## src/bzf_pkg.sv

```systemverilog
// ----------------------------------------------------------------------------
// bzf_pkg: shared types and constants of the cubic Bezier flattener
// Fixed-point formats, item structs and the control bundles passed between the
// step sequencer, the weight pipeline, the lanes and the merge stage.
// ----------------------------------------------------------------------------
`default_nettype none

package bzf_pkg;

  localparam int FRAC_BITS    = 16;
  localparam int COORD_BITS   = 16;
  localparam int MAX_SEGMENTS = 64;
  localparam int NUM_PTS      = 4;
  localparam int CNT_W        = 7;
  localparam int COLOR_W      = 32;

  // t and u are Q1.F, the middle weights need one more integer bit.
  localparam int T_W    = FRAC_BITS + 1;
  localparam int W_W    = FRAC_BITS + 2;
  localparam int PROD_W = COORD_BITS + W_W + 1;
  localparam int SUM_W  = PROD_W + 2;
  localparam int QW     = SUM_W - FRAC_BITS;
  localparam int REM_W  = $clog2(MAX_SEGMENTS);
  localparam int DCNT_W = $clog2(T_W);

  localparam logic [T_W-1:0]          ONE_FX  = T_W'(64'd1 << FRAC_BITS);
  localparam logic [CNT_W-1:0]        SEG_MIN = CNT_W'(2);
  localparam logic [CNT_W-1:0]        SEG_MAX = CNT_W'(MAX_SEGMENTS);
  localparam logic signed [SUM_W-1:0] BIAS    = SUM_W'((64'd1 << FRAC_BITS) - 64'd1);
  localparam logic signed [QW-1:0]    SAT_MAX = QW'((64'sd1 <<< (COORD_BITS - 1)) - 64'sd1);
  localparam logic signed [QW-1:0]    SAT_MIN = QW'(-(64'sd1 <<< (COORD_BITS - 1)));

  typedef struct packed {
    logic signed [COORD_BITS-1:0] p0_x;
    logic signed [COORD_BITS-1:0] p0_y;
    logic signed [COORD_BITS-1:0] p1_x;
    logic signed [COORD_BITS-1:0] p1_y;
    logic signed [COORD_BITS-1:0] p2_x;
    logic signed [COORD_BITS-1:0] p2_y;
    logic signed [COORD_BITS-1:0] p3_x;
    logic signed [COORD_BITS-1:0] p3_y;
    logic [CNT_W-1:0]             segment_count;
    logic [COLOR_W-1:0]           draw_color;
  } curve_t;

  typedef struct packed {
    logic signed [COORD_BITS-1:0] start_x;
    logic signed [COORD_BITS-1:0] start_y;
    logic signed [COORD_BITS-1:0] end_x;
    logic signed [COORD_BITS-1:0] end_y;
    logic [COLOR_W-1:0]           seg_color;
    logic                         last_segment;
  } seg_t;

  typedef struct packed {
    logic valid;
    logic last;
  } ctl_t;

  typedef struct packed {
    ctl_t           ctl;
    logic [T_W-1:0] t;
  } step_t;

  typedef struct packed {
    ctl_t                         ctl;
    logic [NUM_PTS-1:0][W_W-1:0]  w;
  } wgt_t;

endpackage

`default_nettype wire

```

## src/bzf_weight.sv

```systemverilog
// ----------------------------------------------------------------------------
// bzf_weight: Bernstein weight pipeline
// Two registered multiply stages turn t into the four cubic weights
// (1-t)^3, 3(1-t)^2 t, 3(1-t) t^2 and t^3, each truncated to F fraction bits.
// ----------------------------------------------------------------------------
`default_nettype none

module bzf_weight (
  input  logic           clk,
  input  logic           rst_n,
  input  logic           adv,
  input  bzf_pkg::step_t step,
  output bzf_pkg::wgt_t  wgt,
  output logic           busy
);

  localparam int F = bzf_pkg::FRAC_BITS;

  bzf_pkg::ctl_t                 s1_ctl_r;
  logic [bzf_pkg::T_W-1:0]       u1_r, t1_r, uu_r, tt_r;
  bzf_pkg::wgt_t                 wgt_r;

  logic [bzf_pkg::T_W-1:0]       u;
  logic [2*bzf_pkg::T_W-1:0]     uu_full, tt_full, w0_full, w3_full;
  logic [bzf_pkg::W_W-1:0]       m1, m2;
  logic [bzf_pkg::W_W+bzf_pkg::T_W-1:0] w1_full, w2_full;

  assign u       = bzf_pkg::ONE_FX - step.t;
  assign uu_full = u * u;
  assign tt_full = step.t * step.t;

  assign w0_full = uu_r * u1_r;
  assign w3_full = tt_r * t1_r;
  assign m1      = {1'b0, uu_r} + {uu_r, 1'b0};
  assign m2      = {1'b0, tt_r} + {tt_r, 1'b0};
  assign w1_full = m1 * t1_r;
  assign w2_full = m2 * u1_r;

  always_ff @(posedge clk) begin
    if (!rst_n) begin
      s1_ctl_r.valid  <= 1'b0;
      wgt_r.ctl.valid <= 1'b0;
    end else if (adv) begin
      s1_ctl_r   <= step.ctl;
      u1_r       <= u;
      t1_r       <= step.t;
      uu_r       <= uu_full[2*F:F];
      tt_r       <= tt_full[2*F:F];
      wgt_r.ctl  <= s1_ctl_r;
      wgt_r.w[0] <= {1'b0, w0_full[2*F:F]};
      wgt_r.w[1] <= w1_full[2*F+1:F];
      wgt_r.w[2] <= w2_full[2*F+1:F];
      wgt_r.w[3] <= {1'b0, w3_full[2*F:F]};
    end
  end

  assign wgt  = wgt_r;
  assign busy = s1_ctl_r.valid | wgt_r.ctl.valid;

endmodule

`default_nettype wire

```

## config.mk

```make
export PLATFORM = sky130hd
export DESIGN_NAME = bzf_weight
export DESIGN_NICKNAME = d
export VERILOG_FILES = /design/src/bzf_pkg.sv /design/src/bzf_weight.sv
export SDC_FILE = /design/constraint.sdc
export NUM_CORES = 2
export LEC_CHECK = 0
export BUFFER_PORTS_ARGS = -buffer_cell sky130_fd_sc_hd__buf_2
export CAP_MARGIN = 40
export CORE_ASPECT_RATIO = 1.5
export CORE_MARGIN = 4
export CORE_UTILIZATION = 40
export DETAILED_ROUTE_END_ITERATION = 12
export HOLD_SLACK_MARGIN = 0.1
export PLACE_DENSITY = 0.55
export REMOVE_ABC_BUFFERS = 1
export SLEW_MARGIN = 20
export SYNTH_ARGS = -nofsm -noshare
export SYNTH_HDL_FRONTEND = slang
export SYNTH_SLANG_ARGS = --single-unit
export TNS_END_PERCENT = 1
```

## constraint.sdc

```tcl
create_clock -name clk -period 24.7 [get_ports clk]
set_input_delay 4.94 -clock clk [delete_from_list [all_inputs] [get_ports clk]]
set_output_delay 4.94 -clock clk [all_outputs]
set_load 0.1 [all_outputs]
```

==> impl_metrics.csv <==
group,metric,value,unit
run_status,status,"finished, final reports clean",
clocking,cts_max_path_buffers,2,
setup_path,required,25.00,ns
clocking,clkSinkCount,141,
synthesis,yosys.area.top_type,"fa_1",
global_routing,grt_first_pass_wirelength,245,mm
finish,multi_input_area,46600,um^2
sta,finalClockSkew,0.0241,ns
sta,rsz0062_at_grt,"no",
synthesis,async_flop_share,0,%
setup_path,critical_path_class,"in -> reg",
drt,dr.pass1.iters,5,
synthesis,yosysTopAreaCellShare,44.6,%
sta,setup_tns,0,ns
die,die-area,152000,um^2
die,io_pins,97,
die,core-area,145000,um^2
finish,drive_gt1_share,4.57,%
clocking,postCtsHoldBufs,0,
synthesis,ys_seq_area_share,7.25,%
synthesis,synth-edff-count,139,
die,initial_core_util,40.2,%
clocking,tritoncts,"done",
setup_path,crit_family,"adder cells",
sta,fin_crit,13.28,ns
setup_path,slowest_delay,0.52,ns
global_routing,grt_overflow_total,0,
placement,finalWeightedCongestion,0.892,
sta,setup_viol,0,
sta,finalHoldViolations,0,
setup_path,startpoint_type,"input pin",
synthesis,synth_ff_type,"edfxtp_1",
die,die_w,319,um
die,rows,171,
drt,drc_errors,0,
setup_path,arrival,13.58,ns
drt,ant_nets,0,
synthesis,yosys_warnings,0,
clocking,clock_latency,0.55,ns
sta,post-route-period-util,53.8,%
clocking,h-tree-depth,4,
drt,drtIter0Drc,1682,
synthesis,synth_area,58200,um^2
sta,worst_pin_slew,0.816,ns
finish,register_area,4210,um^2
setup_path,crit_buf_inv,8,
clocking,cts_resized,0,
die,floorplan.die.height,475,um
worst_hold_path,hold_path.class,"reg -> reg",
sta,relSlewSlack,44.2,%
global_routing,grt_pass1_vias,45900,
setup_path,cp_slowest_cell,"clkinv_1",
setup_path,path_max_fanout,25,
clocking,cts_root_buf,"clkbuf_16",
synthesis,synth_most_common_cell,"inv_1",
drt,vias,40800,
synthesis,yosysUniqueCellTypes,78,
sta,fmax,75.3,MHz
job,maxCapViolCount,0,
finish,nets,8279,
finish,fillerInstances,14600,
synthesis,synth_top_cells_by_count,"inv_1 (1657), fa_1 (1296), nand2_1 (907), ha_1 (648), and2_1 (485)",
global_routing,grt_usage,20.5,%
sta,finalMaxSlewViolations,0,
drt,via_per_inst,4.95,
drt,wl_per_cell,18.0,um
global_routing,grt_max_degree,53,
synthesis,avgSynthCellArea,9.14,um^2
clocking,cts_buffers,17,
setup_path,cp-end-kind,"flip-flop",
placement,dp_hpwl,117,mm
global_routing,antenna_found_initial,8,
drt,wirelength,148,mm
clocking,clkSlewWorstSetupHoldPaths,0.07,ns
placement,io_buffers,94,
synthesis,postSynthCellCount,6360,
synthesis,ys_top_cells_by_area,"fa_1 (45%), ha_1 (14%), inv_1 (11%)",
finish,area_growth,5.78,%
clocking,post-cts-setup-buffer-count,0,
synthesis,postSynthRegisterBits,141,
[metal layers]
| layer | wire (um) | vias to the layer above | GRT usage, % |
|---|---|---|---|
| li1 | - | 18600 | - |
| met1 | 59400 | 21300 | 24.4 |
| met2 | 80000 | 692 | 38.9 |
| met3 | 4410 | 192 | 1.85 |
| met4 | 4250 | 0 | 6.26 |
| met5 | 0 | - | 0 |
[worst paths after layout]
path | start | to | slack (ns) | depth (start not counted)
hold / removal | s1_ctl_r[0] | wgt[72] | 0.43 | 0
setup / recovery | step[0] | uu_r[15] | 11.42 | 31
hold reg to reg | s1_ctl_r[0] | wgt[72] | 0.43 | 0
setup reg to reg | tt_r[2] | wgt[53] | 15.59 | 34
[placed cells by master, fill, tap and decap left out, types with 11 or more instances in the layout]
cell	Yosys	routed
inv_1	1657	1657
fa_1	1296	1296
nand2_1	907	907
ha_1	648	648
and2_1	485	484
nor2_1	150	149
edfxtp_1	139	139
xnor2_1	128	126
buf_4	3	116
a21oi_1	101	101
buf_2	4	95
o21ai_0	58	58
nor2b_1	56	56
nand2b_1	53	53
xor2_1	42	41
a21o_1	35	35
o211ai_1	26	26
nand3_1	26	26
and3_1	26	26
nor3_1	23	23
o21a_1	18	18
clkbuf_16	0	17
mux2i_1	16	16
o21bai_1	15	15
nand4_1	13	13
a31oi_1	12	12
or2_2	12	12
a211oi_1	11	11
[through the flow]
step	utilization [%]	instance area [um^2]	hold slack [ns]	worst slack [ns]	std cells
after floorplan	-	57000	0.400	12.49	6076
after global placement	42.0	60800	0.410	11.05	8188
after detailed placement	42.1	60900	0.406	10.78	8194
after CTS	42.5	61500	0.437	11.39	8226
after global routing	42.5	61500	0.439	10.80	8230
final	42.5	61500	0.432	11.42	8231
[cell families after synthesis]
| kind of cell | share of synthesized area [%] |
|---|---|
| mux | 0.430 |
| xor+xnor | 2.64 |
| flops | 7.25 |
| buf+inv | 12.7 |
| other cells | 0.00645 |
| simple gates | 14.6 |
| compound gates | 3.89 |
| fa+ha+maj | 58.6 |
[sequential cells by signal, summed over array words and instances (netlist names)]
register / cells
tt_r: 17
uu_r: 17
wgt: 72
u1_r: 17
s1_ctl_r: 2
t1_r: 16
[area by class of cell]
class | instances | area share (%)
Antenna cell | 2 | 0.00814
Clock buffer | 18 | 0.698
Clock inverter | 14 | 0.293
Inverter | 1666 | 10.2
Multi-Input combinational cell | 4269 | 75.8
Sequential cell | 141 | 6.85
Tap cell | 1903 | 3.87
Timing Repair Buffer | 218 | 2.35
Power is left out: the tool's default activity adds up to more than one toggle a clock period on the data nets, which glitch-free logic cannot reach.
