<file path="config.mk">
export PLATFORM = sky130hd
export DESIGN_NAME = bzf_merge_flat
export DESIGN_NICKNAME = d
export VERILOG_FILES = /design/src/bzf_pkg.sv /design/src/bzf_if.sv /design/src/bzf_merge.sv /design/src/flat_wrapper.sv
export SDC_FILE = /design/constraint.sdc
export NUM_CORES = 1
export LEC_CHECK = 0
export BUFFER_PORTS_ARGS = -buffer_cell sky130_fd_sc_hd__buf_2
export CORE_MARGIN = 2
export CORE_UTILIZATION = 50
export CTS_CLUSTER_DIAMETER = 150
export DETAILED_ROUTE_END_ITERATION = 10
export PLACE_DENSITY = 0.81
export SLEW_MARGIN = 40
export SYNTH_ARGS = -nofsm -noshare
export SYNTH_HDL_FRONTEND = slang
export SYNTH_SLANG_ARGS = --single-unit
export TNS_END_PERCENT = 20
</file>
<file path="constraint.sdc">
create_clock -name clk -period 25.8 [get_ports clk]
set_clock_uncertainty 0.1 [all_clocks]
set_input_delay 7.74 -clock clk [delete_from_list [all_inputs] [get_ports clk]]
set_output_delay 7.74 -clock clk [all_outputs]
set_load 0.02 [all_outputs]
</file>
<file path="src/bzf_pkg.sv">
// ----------------------------------------------------------------------------
// bzf_pkg: shared types and constants of the cubic Bezier flattener
// Fixed-point formats, item structs and the control bundles passed between the
// step sequencer, the weight pipeline, the lanes and the merge stage.
// ----------------------------------------------------------------------------
`default_nettype none

package bzf_pkg;

  localparam int FRAC_BITS    = 16;
  localparam int COORD_BITS   = 16;
  localparam int MAX_SEGMENTS = 64;
  localparam int NUM_PTS      = 4;
  localparam int CNT_W        = 7;
  localparam int COLOR_W      = 32;

  // t and u are Q1.F, the middle weights need one more integer bit.
  localparam int T_W    = FRAC_BITS + 1;
  localparam int W_W    = FRAC_BITS + 2;
  localparam int PROD_W = COORD_BITS + W_W + 1;
  localparam int SUM_W  = PROD_W + 2;
  localparam int QW     = SUM_W - FRAC_BITS;
  localparam int REM_W  = $clog2(MAX_SEGMENTS);
  localparam int DCNT_W = $clog2(T_W);

  localparam logic [T_W-1:0]          ONE_FX  = T_W'(64'd1 << FRAC_BITS);
  localparam logic [CNT_W-1:0]        SEG_MIN = CNT_W'(2);
  localparam logic [CNT_W-1:0]        SEG_MAX = CNT_W'(MAX_SEGMENTS);
  localparam logic signed [SUM_W-1:0] BIAS    = SUM_W'((64'd1 << FRAC_BITS) - 64'd1);
  localparam logic signed [QW-1:0]    SAT_MAX = QW'((64'sd1 <<< (COORD_BITS - 1)) - 64'sd1);
  localparam logic signed [QW-1:0]    SAT_MIN = QW'(-(64'sd1 <<< (COORD_BITS - 1)));

  typedef struct packed {
    logic signed [COORD_BITS-1:0] p0_x;
    logic signed [COORD_BITS-1:0] p0_y;
    logic signed [COORD_BITS-1:0] p1_x;
    logic signed [COORD_BITS-1:0] p1_y;
    logic signed [COORD_BITS-1:0] p2_x;
    logic signed [COORD_BITS-1:0] p2_y;
    logic signed [COORD_BITS-1:0] p3_x;
    logic signed [COORD_BITS-1:0] p3_y;
    logic [CNT_W-1:0]             segment_count;
    logic [COLOR_W-1:0]           draw_color;
  } curve_t;

  typedef struct packed {
    logic signed [COORD_BITS-1:0] start_x;
    logic signed [COORD_BITS-1:0] start_y;
    logic signed [COORD_BITS-1:0] end_x;
    logic signed [COORD_BITS-1:0] end_y;
    logic [COLOR_W-1:0]           seg_color;
    logic                         last_segment;
  } seg_t;

  typedef struct packed {
    logic valid;
    logic last;
  } ctl_t;

  typedef struct packed {
    ctl_t           ctl;
    logic [T_W-1:0] t;
  } step_t;

  typedef struct packed {
    ctl_t                         ctl;
    logic [NUM_PTS-1:0][W_W-1:0]  w;
  } wgt_t;

endpackage

`default_nettype wire

</file>
<file path="src/bzf_if.sv">
// ----------------------------------------------------------------------------
// bzf_if: valid/ready channels of the cubic Bezier flattener
// One channel carries curves in, the other carries line segments out.
// ----------------------------------------------------------------------------
`default_nettype none


interface bzf_seg_if;
  logic          valid;
  logic          ready;
  bzf_pkg::seg_t data;

  modport source (output valid, output data, input ready);
  modport sink (input valid, input data, output ready);
endinterface

`default_nettype wire

</file>
<file path="src/bzf_merge.sv">
// ----------------------------------------------------------------------------
// bzf_merge: lane merge and segment output register
// Sums the four lane products per axis, truncates toward zero, saturates and
// pairs each curve point with the previous one to form a segment.
// ----------------------------------------------------------------------------
`default_nettype none

module bzf_merge (
  input  logic                                  clk,
  input  logic                                  rst_n,
  input  bzf_pkg::ctl_t                         ctl,
  input  logic signed [bzf_pkg::PROD_W-1:0]     prod_x [bzf_pkg::NUM_PTS],
  input  logic signed [bzf_pkg::PROD_W-1:0]     prod_y [bzf_pkg::NUM_PTS],
  input  logic                                  load,
  input  logic signed [bzf_pkg::COORD_BITS-1:0] p0_x,
  input  logic signed [bzf_pkg::COORD_BITS-1:0] p0_y,
  input  logic [bzf_pkg::COLOR_W-1:0]           color,
  bzf_seg_if.source                             out_seg,
  output logic                                  adv,
  output logic                                  busy
);

  localparam int F = bzf_pkg::FRAC_BITS;

  function automatic logic signed [bzf_pkg::COORD_BITS-1:0] to_coord(
    input logic signed [bzf_pkg::SUM_W-1:0] s
  );
    logic signed [bzf_pkg::SUM_W-1:0] adj;
    logic signed [bzf_pkg::QW-1:0]    q;
    adj = s;
    // A negative sum gets a bias so the shift rounds toward zero.
    if (s[bzf_pkg::SUM_W-1]) begin
      adj = s + bzf_pkg::BIAS;
    end
    q = adj[bzf_pkg::SUM_W-1:F];
    if (q > bzf_pkg::SAT_MAX) begin
      q = bzf_pkg::SAT_MAX;
    end else if (q < bzf_pkg::SAT_MIN) begin
      q = bzf_pkg::SAT_MIN;
    end
    return q[bzf_pkg::COORD_BITS-1:0];
  endfunction

  bzf_pkg::ctl_t                        s3_ctl_r, s4_ctl_r;
  logic signed [bzf_pkg::SUM_W-1:0]     sum_x, sum_y, s4_x_r, s4_y_r;
  logic signed [bzf_pkg::COORD_BITS-1:0] pt_x, pt_y, prev_x_r, prev_y_r;
  logic                                 out_v_r;
  bzf_pkg::seg_t                        out_r;

  assign adv = !out_v_r || out_seg.ready;

  assign sum_x = bzf_pkg::SUM_W'(prod_x[0]) + bzf_pkg::SUM_W'(prod_x[1])
               + bzf_pkg::SUM_W'(prod_x[2]) + bzf_pkg::SUM_W'(prod_x[3]);
  assign sum_y = bzf_pkg::SUM_W'(prod_y[0]) + bzf_pkg::SUM_W'(prod_y[1])
               + bzf_pkg::SUM_W'(prod_y[2]) + bzf_pkg::SUM_W'(prod_y[3]);

  assign pt_x = to_coord(s4_x_r);
  assign pt_y = to_coord(s4_y_r);

  always_ff @(posedge clk) begin
    if (!rst_n) begin
      s3_ctl_r.valid <= 1'b0;
      s4_ctl_r.valid <= 1'b0;
      out_v_r        <= 1'b0;
    end else if (adv) begin
      s3_ctl_r <= ctl;
      s4_ctl_r <= s3_ctl_r;
      out_v_r  <= s4_ctl_r.valid;
    end
  end

  always_ff @(posedge clk) begin
    if (adv) begin
      s4_x_r <= sum_x;
      s4_y_r <= sum_y;
      if (s4_ctl_r.valid) begin
        out_r.start_x      <= prev_x_r;
        out_r.start_y      <= prev_y_r;
        out_r.end_x        <= pt_x;
        out_r.end_y        <= pt_y;
        out_r.seg_color    <= color;
        out_r.last_segment <= s4_ctl_r.last;
        prev_x_r           <= pt_x;
        prev_y_r           <= pt_y;
      end
    end
    // A new curve starts only once the stages above are empty.
    if (load) begin
      prev_x_r <= p0_x;
      prev_y_r <= p0_y;
    end
  end

  assign out_seg.valid = out_v_r;
  assign out_seg.data  = out_r;
  assign busy          = s3_ctl_r.valid | s4_ctl_r.valid;

endmodule

`default_nettype wire

</file>
<file path="src/flat_wrapper.sv">
// flat-port wrapper written by rule: the top's interface ports become plain ports
module bzf_merge_flat 
  (clk, rst_n, ctl, prod_x, prod_y, load, p0_x, p0_y, color, adv, busy, out_seg_valid, out_seg_data, out_seg_ready);
  bzf_seg_if out_seg_i ();
  input  logic clk;
  input  logic rst_n;
  input  bzf_pkg::ctl_t ctl;
  input  logic signed [bzf_pkg::PROD_W-1:0] prod_x[bzf_pkg::NUM_PTS];
  input  logic signed [bzf_pkg::PROD_W-1:0] prod_y[bzf_pkg::NUM_PTS];
  input  logic load;
  input  logic signed [bzf_pkg::COORD_BITS-1:0] p0_x;
  input  logic signed [bzf_pkg::COORD_BITS-1:0] p0_y;
  input  logic [bzf_pkg::COLOR_W-1:0] color;
  output logic adv;
  output logic busy;
  output wire logic [$bits(out_seg_i.valid)-1:0] out_seg_valid;
  output wire logic [$bits(out_seg_i.data)-1:0] out_seg_data;
  input wire logic [$bits(out_seg_i.ready)-1:0] out_seg_ready;
  assign out_seg_valid = out_seg_i.valid;
  assign out_seg_data = out_seg_i.data;
  assign out_seg_i.ready = out_seg_ready;
  bzf_merge u_core (.clk(clk), .rst_n(rst_n), .ctl(ctl), .prod_x(prod_x), .prod_y(prod_y), .load(load), .p0_x(p0_x), .p0_y(p0_y), .color(color), .out_seg(out_seg_i), .adv(adv), .busy(busy));
endmodule
</file>
==> summary.txt <==
Clocking
  • CTS buffer count: 23
  • Post-CTS resize count: 0
  • CTS max path bufs: 3
  • CTS Root Cell: clkbuf_16
  • Clock sink count: 208
  • CTS tree: yes
  • Setup repair bufs after CTS: 0
  • Clock Latency Late Sink: 0.52 ns
  • Count of hold-fix buffers inserted at cts: 0
  • Number of H-tree levels: 1
  • Reg clk slew, reported paths: 0.06 ns

Drt
  • Post-route DRC violation count: 0
  • Avg Vias per Cell: 5.19
  • Initial DRC Count: 583
  • Wire per inst: 17.2 um
  • Routed WL: 36700 um
  • Antenna viol nets, final: 0
  • Vias: 11054
  • 1st-pass router iterations: 7

Logic synthesis
  • Top cell type's share of synthesized area: 0.410
  • Synth Cell Area: 15000 um2
  • Synth Flop Type: edfxtp_1
  • Ys Warns: 0
  • Mapped Cells: 1268
  • Avg Inst Size Synth: 11.8 um2
  • Syn nets: 1832
  • Post-synth cell types: 79
  • Ys async rst share: 0
  • Yosys reg bits: 208
  • Part of the Yosys area used for sequential elements: 0.414
  • Synth area leader: edfxtp_1
  • Main area contributors after synthesis: edfxtp_1, fa_1, ha_1
  • Post-synth EDFFs: 205

Layout
  • Commonest non-fill, non-tap cell in the layout: buf_2
  • Finished Cell Area: 18500 um2
  • Nets@finish: 2287
  • Area grow syn2layout: 23.3%
  • Fraction of layout cells with a size suffix above 1: 0.320
  • Most frequent cells in the layout: buf_2, inv_1, edfxtp_1

Power and ir drop
  • Leakage: 8.52 nW
  • Total Power: 0.00161 W
  • Pwr Density: 86.8 nW/um2
  • Worst VDD drop: 0.0479 mV

Die
  • I/O pins: 450
  • Die footprint: 31400 um2
  • Starting Density: 0.507
  • CORE AREA: 29600 um2
  • Die span in x: 177 um
  • Row count: 63
  • Die height: 177 um

Global routing
  • Vias in the first global route: 11618
  • Grt ovf: 0
  • Grt peak-use layer: met2
  • M3 GR Usage: 0.0364
  • First-pass GRT wire length: 57000 um
  • Largest net degree at the start of global routing: 58
  • Met1 global-route usage: 0.269
  • Met2 usage: 0.434
  • Initial antenna violation count: 1
  • Gr usage total: 0.232

Critical path
  • CP Data Required Time: 17.96 ns
  • CP Cell Sequence: buf_2 > nand2b_4 > buf_2
  • Slowest cell delay on critical path: 0.43 ns
  • Setup CP Type: primary input to output pin
  • Critical Path Fanout Max: 37
  • Slowest CP cell: nand2b_4
  • Most used cell, CP: buf_2
  • CP startpoint: out_seg_ready
  • Worst setup SP type: primary input
  • Reg2reg start: u_core.s4_y_r[4]
  • Critical path endpoint category: output pin
  • CP arrival: 8.53 ns

Timing
  • Worst Tran Pin Value: 0.687 ns
  • Final hold violations: 0
  • Normalized max-slew margin: 0.537
  • Final min period: 16.37 ns
  • Final setup margin: 9.43 ns
  • RSZ-0062 raised after global routing: no
  • Setup TNS: 0 ns
  • Slew Viols, Final: 0
  • Final worst path period share: 0.634
  • Setup violators final: 0
  • Max Clock Freq: 61.1 MHz

Placement
  • DP HPWL: 30100 um
  • Dpl cell area: 17700 um2
  • I/O Buffers: 449
  • Final GP Congestion: 0.904
  • Pre-CTS setup slack: 9.45 ns

Job
  • Max-Cap Viols: 0

Min path
  • Hold Crit Class: flop to flop
  • Hold Startpoint: u_core.prev_x_r[0]

Outcome
  • Status: finished, final reports clean
synthesized netlist by cell type (9+ instances only):
master    number
nand2b_1      21
nand3_1       28
ha_1          72
nor3_1        12
and2_1         9
nand2_1       57
inv_1        213
edfxtp_1     205
mux2_2        18
a21oi_1       59
and3_1        12
xor2_1        41
o31a_1        20
a21o_1        44
nor2_1        50
fa_1         142
clkbuf_1      15
o21ai_0       45
o21bai_1      10
xnor2_1       56
nor2b_1        9
o21a_1         9
worst max-delay path: cells and delay by family:
kind	cells	cell delay, ns
AND/OR/NAND/NOR	1	0.43
buffers and inverters	2	0.34
logic make-up (layout without fill, tap and decap cells):
logic type / Yosys count / after routing / share of synthesized area
compound gates: 254 / 254 / 0.119
xor+xnor: 98 / 98 / 0.0577
fa+ha+maj: 214 / 214 / 0.249
buf+inv: 236 / 708 / 0.0612
flops: 208 / 208 / 0.414
mux: 19 / 19 / 0.0142
other cells: 0 / 1 / 0
simple gates: 239 / 239 / 0.0845
final timing paths:
kind | to | slack (ns) | depth (start not counted)
hold / removal | u_core.out_seg.data[81] | 0.32 | 0
setup reg to reg | u_core.prev_y_r[0] | 22.80 | 8
setup / recovery | adv | 9.43 | 3
hold reg to reg | u_core.out_seg.data[81] | 0.32 | 0
power breakdown:
part           switching [W]  leakage [nW]  internal [W]
Combinational       0.000400          6.11      0.000298
Sequential         0.0000481          2.01      0.000510
Clock               0.000137         0.393      0.000214
Total               0.000585          8.52       0.00102
flip-flops by register name, summed over array words and instances (netlist names):
name and cells:
u_core.prev_x_r 16, u_core.s4_ctl_r 2, u_core.prev_y_r 16, u_core.s4_y_r 37, u_core.s3_ctl_r 2, u_core.out_seg.valid 1
u_core.out_seg.data 97, u_core.s4_x_r 37
metal layers:
metal / part of all wire / vias to the layer above
li1: - / 5275
met2: 0.52 / 412
met4: 0.032 / 0
met5: 0 / -
met3: 0.066 / 74
met1: 0.39 / 5293
per-stage QoR:
| stage | cells | utilization | hold slack (ns) |
|---|---|---|---|
| floorplan | 1268 | - | 0.300 |
| global placement | 2086 | 0.596 | 0.301 |
| detailed placement | 2087 | 0.597 | 0.305 |
| CTS | 2129 | 0.624 | 0.319 |
| global route | 2131 | 0.625 | 0.326 |
| finish | 2131 | 0.625 | 0.319 |
cell type report:
cell class              instances  area [um2]
repair buffers                453        2300
inverters                     213         800
fillers                      2299       11100
flip-flops and latches        208        6220
well taps                     390         488
multi-input cells             824        7900
diodes                          1        2.50
clock buffers                  23         576
clock inverters                19         238
Power figures use the tool's default switching activity.
