--- src/bzf_pkg.sv ---
// ----------------------------------------------------------------------------
// bzf_pkg: shared types and constants of the cubic Bezier flattener
// Fixed-point formats, item structs and the control bundles passed between the
// step sequencer, the weight pipeline, the lanes and the merge stage.
// ----------------------------------------------------------------------------
`default_nettype none

package bzf_pkg;

  localparam int FRAC_BITS    = 16;
  localparam int COORD_BITS   = 16;
  localparam int MAX_SEGMENTS = 64;
  localparam int NUM_PTS      = 4;
  localparam int CNT_W        = 7;
  localparam int COLOR_W      = 32;

  // t and u are Q1.F, the middle weights need one more integer bit.
  localparam int T_W    = FRAC_BITS + 1;
  localparam int W_W    = FRAC_BITS + 2;
  localparam int PROD_W = COORD_BITS + W_W + 1;
  localparam int SUM_W  = PROD_W + 2;
  localparam int QW     = SUM_W - FRAC_BITS;
  localparam int REM_W  = $clog2(MAX_SEGMENTS);
  localparam int DCNT_W = $clog2(T_W);

  localparam logic [T_W-1:0]          ONE_FX  = T_W'(64'd1 << FRAC_BITS);
  localparam logic [CNT_W-1:0]        SEG_MIN = CNT_W'(2);
  localparam logic [CNT_W-1:0]        SEG_MAX = CNT_W'(MAX_SEGMENTS);
  localparam logic signed [SUM_W-1:0] BIAS    = SUM_W'((64'd1 << FRAC_BITS) - 64'd1);
  localparam logic signed [QW-1:0]    SAT_MAX = QW'((64'sd1 <<< (COORD_BITS - 1)) - 64'sd1);
  localparam logic signed [QW-1:0]    SAT_MIN = QW'(-(64'sd1 <<< (COORD_BITS - 1)));

  typedef struct packed {
    logic signed [COORD_BITS-1:0] p0_x;
    logic signed [COORD_BITS-1:0] p0_y;
    logic signed [COORD_BITS-1:0] p1_x;
    logic signed [COORD_BITS-1:0] p1_y;
    logic signed [COORD_BITS-1:0] p2_x;
    logic signed [COORD_BITS-1:0] p2_y;
    logic signed [COORD_BITS-1:0] p3_x;
    logic signed [COORD_BITS-1:0] p3_y;
    logic [CNT_W-1:0]             segment_count;
    logic [COLOR_W-1:0]           draw_color;
  } curve_t;

  typedef struct packed {
    logic signed [COORD_BITS-1:0] start_x;
    logic signed [COORD_BITS-1:0] start_y;
    logic signed [COORD_BITS-1:0] end_x;
    logic signed [COORD_BITS-1:0] end_y;
    logic [COLOR_W-1:0]           seg_color;
    logic                         last_segment;
  } seg_t;

  typedef struct packed {
    logic valid;
    logic last;
  } ctl_t;

  typedef struct packed {
    ctl_t           ctl;
    logic [T_W-1:0] t;
  } step_t;

  typedef struct packed {
    ctl_t                         ctl;
    logic [NUM_PTS-1:0][W_W-1:0]  w;
  } wgt_t;

endpackage

`default_nettype wire

--- src/bzf_lane.sv ---
// ----------------------------------------------------------------------------
// bzf_lane: one control-point lane
// Scales one control point by its weight, x and y side by side.
// ----------------------------------------------------------------------------
`default_nettype none

module bzf_lane (
  input  logic                                clk,
  input  logic                                adv,
  input  logic [bzf_pkg::W_W-1:0]             w,
  input  logic signed [bzf_pkg::COORD_BITS-1:0] px,
  input  logic signed [bzf_pkg::COORD_BITS-1:0] py,
  output logic signed [bzf_pkg::PROD_W-1:0]   prod_x,
  output logic signed [bzf_pkg::PROD_W-1:0]   prod_y
);

  logic signed [bzf_pkg::W_W:0]      ws;
  logic signed [bzf_pkg::PROD_W-1:0] prod_x_r, prod_y_r;

  assign ws = signed'({1'b0, w});

  always_ff @(posedge clk) begin
    if (adv) begin
      prod_x_r <= ws * px;
      prod_y_r <= ws * py;
    end
  end

  assign prod_x = prod_x_r;
  assign prod_y = prod_y_r;

endmodule

`default_nettype wire

--- config.mk ---
export PLATFORM = sky130hd
export DESIGN_NAME = bzf_lane
export DESIGN_NICKNAME = d
export VERILOG_FILES = /design/src/bzf_pkg.sv /design/src/bzf_lane.sv
export SDC_FILE = /design/constraint.sdc
export NUM_CORES = 1
export LEC_CHECK = 0
export ABC_AREA = 1
export ABC_CLOCK_PERIOD_IN_PS = 5840
export BUFFER_PORTS_ARGS = -buffer_cell sky130_fd_sc_hd__buf_4
export CAP_MARGIN = 25
export CORE_ASPECT_RATIO = 1.2
export CORE_MARGIN = 5
export CORE_UTILIZATION = 35
export DETAILED_ROUTE_END_ITERATION = 6
export GPL_ROUTABILITY_DRIVEN = 0
export PLACE_DENSITY = 0.56
export SYNTH_ARGS = -nofsm -noshare
export SYNTH_HDL_FRONTEND = slang
export SYNTH_SLANG_ARGS = --single-unit
--- constraint.sdc ---
create_clock -name clk -period 5.84 [get_ports clk]
set_input_delay 0.292 -clock clk [delete_from_list [all_inputs] [get_ports clk]]
set_output_delay 0.292 -clock clk [all_outputs]
set_load 0.01 [all_outputs]
==> qor.yml, run 1 <==
sta:
  fmax_mhz: 189.4
  setup_viol: 0
  min_period_ns: 5.279
  relSlewSlack: 0.3174
  hold_violations: 0
  worstMarginPinSlew_ns: 1.024
  tns_ns: 0
  hold_ws_ns: 0.3411
  finalCritPeriodShare: 0.9040
  drv_slew: 0
  grt_setup_unrepaired: "false"
yosys:
  ys_seq_elements: 70
  syn_area_per_cell_um2: 7.457
  synth_cell_types: 23
  seq_area_frac_synth: 0.08912
  yosysWarnings: 0
  yosysTopAreaCell: "fa_1"
  synth_area_um2: 23590
  synth_most_common_cell: "inv_1"
  synth_edf_count: 70
  async_flop_share: 0
  ys.flop_type: "edfxtp_1"
  yosysTopAreaCellShare: 0.3769
  syn_nets: 3911
  synthCells: 3163
  synth_commonest_cells: "1001 x inv_1, 1000 x nand2_1, 444 x fa_1, 252 x ha_1, 104 x clkbuf_1"
  synth_area_leaders: "fa_1 38%, inv_1 16%, nand2_1 16%"
global_routing:
  grt_overflow: 0
  grt_pass1_wl_um: 103000
  grt_pass1_vias: 19704
  grt_usage: 0.1772
  antenna_found_initial: 1
  grt_max_degree: 71
cts:
  cts_max_level: 3
  clkSinkCount: 70
  cts_tree: "done"
  postCtsHoldBufs: 0
  postCtsSetupBuffers: 0
  cts-root-buf: "clkbuf_16"
  cts_buffers: 9
  clk_pin_slew_ns: 0.07
  cts.path.max_buffers: 2
  post_cts_resized: 0
detailed_routing:
  dr.pass1.iters: 5
  drt_iter0_markers: 832
  wl_um: 61010
  drt-wirelength-per-cell_um: 14.85
  antenna_left: 0
  num_vias: 18095
  via_per_inst: 4.405
  drc: 0
cells_and_area:
  final_area_um2: 25700
  fillers: 7001
  area_growth_pct: 8.987
  nets: 3950
  drive_above_1_share: 0.06020
worst_hold_path:
  hp-class: "in2reg"
  hold_start: "py[0]"
setup_path:
  cp_max_fo: 32
  crit_path_end: "prod_y[28]$_DFFE_PP_"
  worst_setup_path_end_kind: "flop"
  cp_data_required_time_ns: 5.97
  cp-startpoint: "w[8]"
  crit_type: "in2reg"
  cp.arrival_ns: 5.41
  startpoint_type: "input pin"
place:
  dpl_cell_area_um2: 25370
  dp_hpwl_um: 50520
  io_buffer_count: 121
die:
  dieArea_um2: 72700
  start_util: 0.3519
  die_w_um: 247.0
  core_area_um2: 67010
  ios: 122
  num_rows: 104
  die_y_um: 294.4
run:
  drv_cap: 0
run_status:
  outcome: "completed"
flip-flops by register name, summed over array words and instances, names as in the netlist:
register and cells:
prod_y 35, prod_x 35
worst min-delay path by stage:
stage / end / slack (ns) / depth (start not counted)
global route: prod_x[0]$_DFFE_PP_ / 0.36 / 3
CTS: prod_x[0]$_DFFE_PP_ / 0.32 / 3
finish: prod_y[0]$_DFFE_PP_ / 0.34 / 3
global placement: prod_x[12] / 0.70 / 1
floorplan: prod_x[0]$_DFFE_PP_ / 0.40 / 0
detailed placement: prod_y[12] / 0.70 / 1
logic make-up (layout without fill, tap and decap cells):
group / after synthesis / after routing / synth area share
other cells: 0 / 1 / 0
simple gates: 1195 / 1195 / 0.1983
compound gates: 46 / 46 / 0.01040
buf+inv: 1120 / 1163 / 0.1782
xor+xnor: 36 / 36 / 0.01337
flops: 70 / 70 / 0.08912
fa+ha+maj: 696 / 696 / 0.5106
worst max-delay path, stage by stage:
cell and delay [ns]:
buf_4 0.37, nand2_1 0.13, fa_1 0.48, fa_1 0.56
inv_1 0.07, fa_1 0.50, inv_1 0.06, fa_1 0.52
inv_1 0.05, fa_1 0.49, fa_1 0.42, ha_1 0.35
nand2_1 0.22, inv_1 0.06, nand2_1 0.07, nand2_1 0.10
inv_1 0.08, nand3_1 0.18, nand2_1 0.15, nand3_1 0.08
nand2_1 0.07, nand2_1 0.07
metal layers:
layer / global-route usage / vias to the layer above / part of all wire
met5: 0 / - / 0
met4: 0.04941 / 0 / 0.026
met3: 0.01759 / 68 / 0.028
met2: 0.3339 / 273 / 0.53
met1: 0.2138 / 8829 / 0.41
li1: - / 8925 / -
through the flow:
stage	utilization	worst slack, ns	instances
2_1_floorplan	-	0.5042	3163
3_3_place_gp	0.3785	0.1651	4092
3_5_place_dp	0.3785	0.1518	4092
4_1_cts	0.3835	0.5468	4107
5_1_grt	0.3836	0.2913	4108
6_report	0.3836	0.5608	4108
cells in the final DEF, fill, tap and decap left out, types with 22 or more instances in the layout:
cell type / instances
buf_4: 146
nand3_1: 47
nor2_1: 99
xor2_1: 31
fa_1: 444
ha_1: 252
nand2_2: 22
nand2_1: 1000
inv_1: 1001
a21oi_1: 40
edfxtp_1: 70
cell type report:
cell class | count | area, um^2 | share of cell area
sequential | 70 | 2102 | 0.08178
multi-input combinational | 1973 | 17280 | 0.6722
timing repair buffer | 146 | 1096 | 0.04264
inverter | 1002 | 3761 | 0.1463
clock buffer | 9 | 225.2 | 0.008762
tap | 901 | 1127 | 0.04386
antenna | 1 | 2.502 | 0.00009735
clock inverter | 6 | 111.4 | 0.004332
Power of run 1 is not shown: default switching activity piles up to over one toggle a cycle in this logic, so the estimate is an artifact.
==> run 2, diff against run 1 <==
--- a/config.mk
+++ b/config.mk
@@ -5,7 +5,6 @@
 export SDC_FILE = /design/constraint.sdc
 export NUM_CORES = 1
 export LEC_CHECK = 0
-export ABC_AREA = 1
 export ABC_CLOCK_PERIOD_IN_PS = 5840
 export BUFFER_PORTS_ARGS = -buffer_cell sky130_fd_sc_hd__buf_4
 export CAP_MARGIN = 25
@@ -14,7 +13,8 @@
 export CORE_UTILIZATION = 35
 export DETAILED_ROUTE_END_ITERATION = 6
 export GPL_ROUTABILITY_DRIVEN = 0
-export PLACE_DENSITY = 0.56
+export PLACE_DENSITY = 0.57
+export SKIP_LAST_GASP = 1
 export SYNTH_ARGS = -nofsm -noshare
 export SYNTH_HDL_FRONTEND = slang
 export SYNTH_SLANG_ARGS = --single-unit
==> run 2 against run 1 <==
Hold slack better by 0.025 ns. Synthesized area decreased by 6.9%. Design area is 2.9% lower. Die area shrank 6.7%. Sequential share of layout area grew 0.24 points. Final cell count is 18% lower. Critical path type unchanged. Non-clock buffer count rose by 131. Flip-flop and latch count unchanged.
==> qor.yml, run 2 <==
cells_and_area:
  antenna_cells: 0  # -1
  drive_above_1_share: 0.1232  # +0.06303
  final_cell_mix: "530 x inv_1, 444 x fa_1, 316 x nand2_1"
  fillers: 6279  # -10%
  nets: 3292  # -17%
  area_growth_pct: 13.69
  final_area_um2: 24960  # -2.9%
  final_common_cell: "inv_1"
sta:
  relSlewSlack: 0.3555  # +0.03812
  fmax_mhz: 177.9  # -6.1%
  worstMarginPinSlew_ns: 0.9667  # -0.05718 ns
  setup_ws_ns: 0.2192  # -0.3416 ns
  finalCritPeriodShare: 0.9625  # +0.05850
  min_period_ns: 5.621  # +0.3416 ns
  setup_viol: 0  # unchanged
  grt_setup_unrepaired: "false"
  drv_slew: 0  # unchanged
  hold_violations: 0  # unchanged
global_routing:
  grt_usage: 0.1674  # -0.009811
  grt_pass1_vias: 18212  # -7.6%
  antenna_found_initial: 0  # -1
  grt_max_degree: 71  # unchanged
  grt_overflow: 0  # unchanged
  grt_pass1_wl_um: 92520  # -10%
place:
  dpl_cell_area_um2: 24670  # -2.7%
  io_buffer_count: 121  # unchanged
  dp_hpwl_um: 46270  # -8.4%
  place_ws_ns: -0.2193  # -0.3711 ns
die:
  start_util: 0.3538  # +0.001869
  ios: 122  # unchanged
  num_rows: 100  # -3.8%
  core_area_um2: 62060  # -7.4%
  dieArea_um2: 67860  # -6.7%
  die_w_um: 238.6  # -3.4%
  die_y_um: 284.4  # -3.4%
setup_path:
  startpoint_type: "input pin"
  cp_max_fo: 18  # -44%
  crit_top_cell: "fa_1"
  worst_setup_path_end_kind: "flop"
  path_cells: "buf_4 -> buf_4 -> and2_1 -> fa_1 -> inv_1 -> fa_1 -> fa_1 -> inv_1 -> fa_1 -> fa_1 -> inv_1 -> fa_1 -> inv_1 -> ha_1 -> buf_4 -> and3_1 -> a31oi_1 -> o21ai_0 -> a22o_1 -> o21ai_1 -> o21ai_0 -> and3_1"
  cp.arrival_ns: 5.75  # +0.34 ns
  critPathSlowestCell: "fa_1"
  cp_data_required_time_ns: 5.97  # about the same
  crit_type: "in2reg"
  cp-startpoint: "w[7]"
  slowest_delay_ns: 0.52  # -0.04 ns
yosys:
  seq_area_frac_synth: 0.09573  # +0.006607
  async_flop_share: 0  # unchanged
  synth_area_um2: 21960  # -6.9%
  yosysWarnings: 0  # unchanged
  synth_commonest_cells: "530 x inv_1, 444 x fa_1, 316 x nand2_1, 264 x and2_1, 252 x ha_1"
  synth_most_common_cell: "inv_1"
  synth_cell_types: 68  # +200%
  synth_edf_count: 70  # unchanged
  yosysTopAreaCellShare: 0.4048  # +0.02794
  synthCells: 2365  # -25%
  syn_nets: 3113  # -20%
  synth_area_leaders: "fa_1 40%, ha_1 14%, edfxtp_1 9.6%"
  ys_seq_elements: 70  # unchanged
  ys.flop_type: "edfxtp_1"
  yosysTopAreaCell: "fa_1"
  syn_area_per_cell_um2: 9.284  # +25%
detailed_routing:
  drt_iter0_markers: 889  # +6.9%
  wl_um: 54600  # -11%
  drc: 0  # unchanged
  via_per_inst: 4.875  # +11%
  drt-wirelength-per-cell_um: 16.23  # +9.3%
  dr.pass1.iters: 6  # +1
  antenna_left: 0  # unchanged
  num_vias: 16401  # -9.4%
cts:
  clk_pin_slew_ns: 0.06  # about the same
  cts_max_level: 3  # unchanged
  cts.path.max_buffers: 2  # unchanged
  clkSinkCount: 70  # unchanged
  postCtsHoldBufs: 0  # unchanged
  cts_tree: "done"
  cts_buffers: 9  # unchanged
  cts-root-buf: "clkbuf_16"
worst_hold_path:
  hp-class: "in2reg"
  hold_start: "px[0]"
run_status:
  outcome: "completed"
run:
  drv_cap: 0  # unchanged
==> run 2: layout make-up <==
| type | count | area [um^2] | share of cell area |
|---|---|---|---|
| Clock buffer | 10 | 229.0 | 0.009172 |
| Clock inverter | 5 | 27.53 | 0.001103 |
| Inverter | 530 | 1989 | 0.07970 |
| Multi-Input combinational cell | 1656 | 17450 | 0.6992 |
| Sequential cell | 70 | 2102 | 0.08421 |
| Tap cell | 816 | 1021 | 0.04090 |
| Timing Repair Buffer | 277 | 2141 | 0.08576 |
==> run 2: critical path: cells and delay by family <==
family                     cells  cell delay, ns
AOI/OAI and AO/OA              5            0.97
and+or+nand+nor                3            0.51
adders and majority gates      7            3.23
buffers and inverters          7            0.73
==> run 2: logic make-up (layout without fill, tap and decap cells) <==
kind of cell	count (synthesis)	count (layout)	share of synthesized area
AO/OA/AOI/OAI	194	194	0.06058
buffers and inverters	639	822	0.1101
AND/OR/NAND/NOR	706	706	0.1613
flip-flops	70	70	0.09573
adder cells (fa/ha/maj)	696	696	0.5484
XOR/XNOR	60	60	0.02393
==> run 2: repair_timing <==
action                                  in CTS  in global routing
setup buffers                                0                  1
resized for setup                            0                  6
endpoints found under the hold margin        0                  0
endpoints found under the setup margin       0                 11
==> run 2: final timing paths <==
check / to / slack, ns / depth (start not counted)
setup / recovery: prod_x[31]$_DFFE_PP_ / 0.22 / 22
hold / removal: prod_x[0]$_DFFE_PP_ / 0.37 / 2
==> run 2: stage by stage <==
step | std cells | hold WS (ns) | setup TNS [ns] | util
2_1_floorplan | 2365 | 0.4045 | 0 | -
3_3_place_gp | 3348 | 0.7045 | -1.137 | 0.3976
3_5_place_dp | 3348 | 0.7079 | -2.654 | 0.3976
4_1_cts | 3363 | 0.3275 | 0 | 0.4017
5_1_grt | 3364 | 0.3548 | 0 | 0.4022
6_report | 3364 | 0.3658 | 0 | 0.4022
==> run 2: metal layers <==
metal / share of wire / up-vias / track usage
met5: 0 / - / 0
met4: 0.019 / 0 / 0.03889
met3: 0.048 / 54 / 0.02637
met2: 0.51 / 381 / 0.2916
met1: 0.42 / 8449 / 0.2192
li1: - / 7517 / -
Power of run 2 is left out for the same reason.
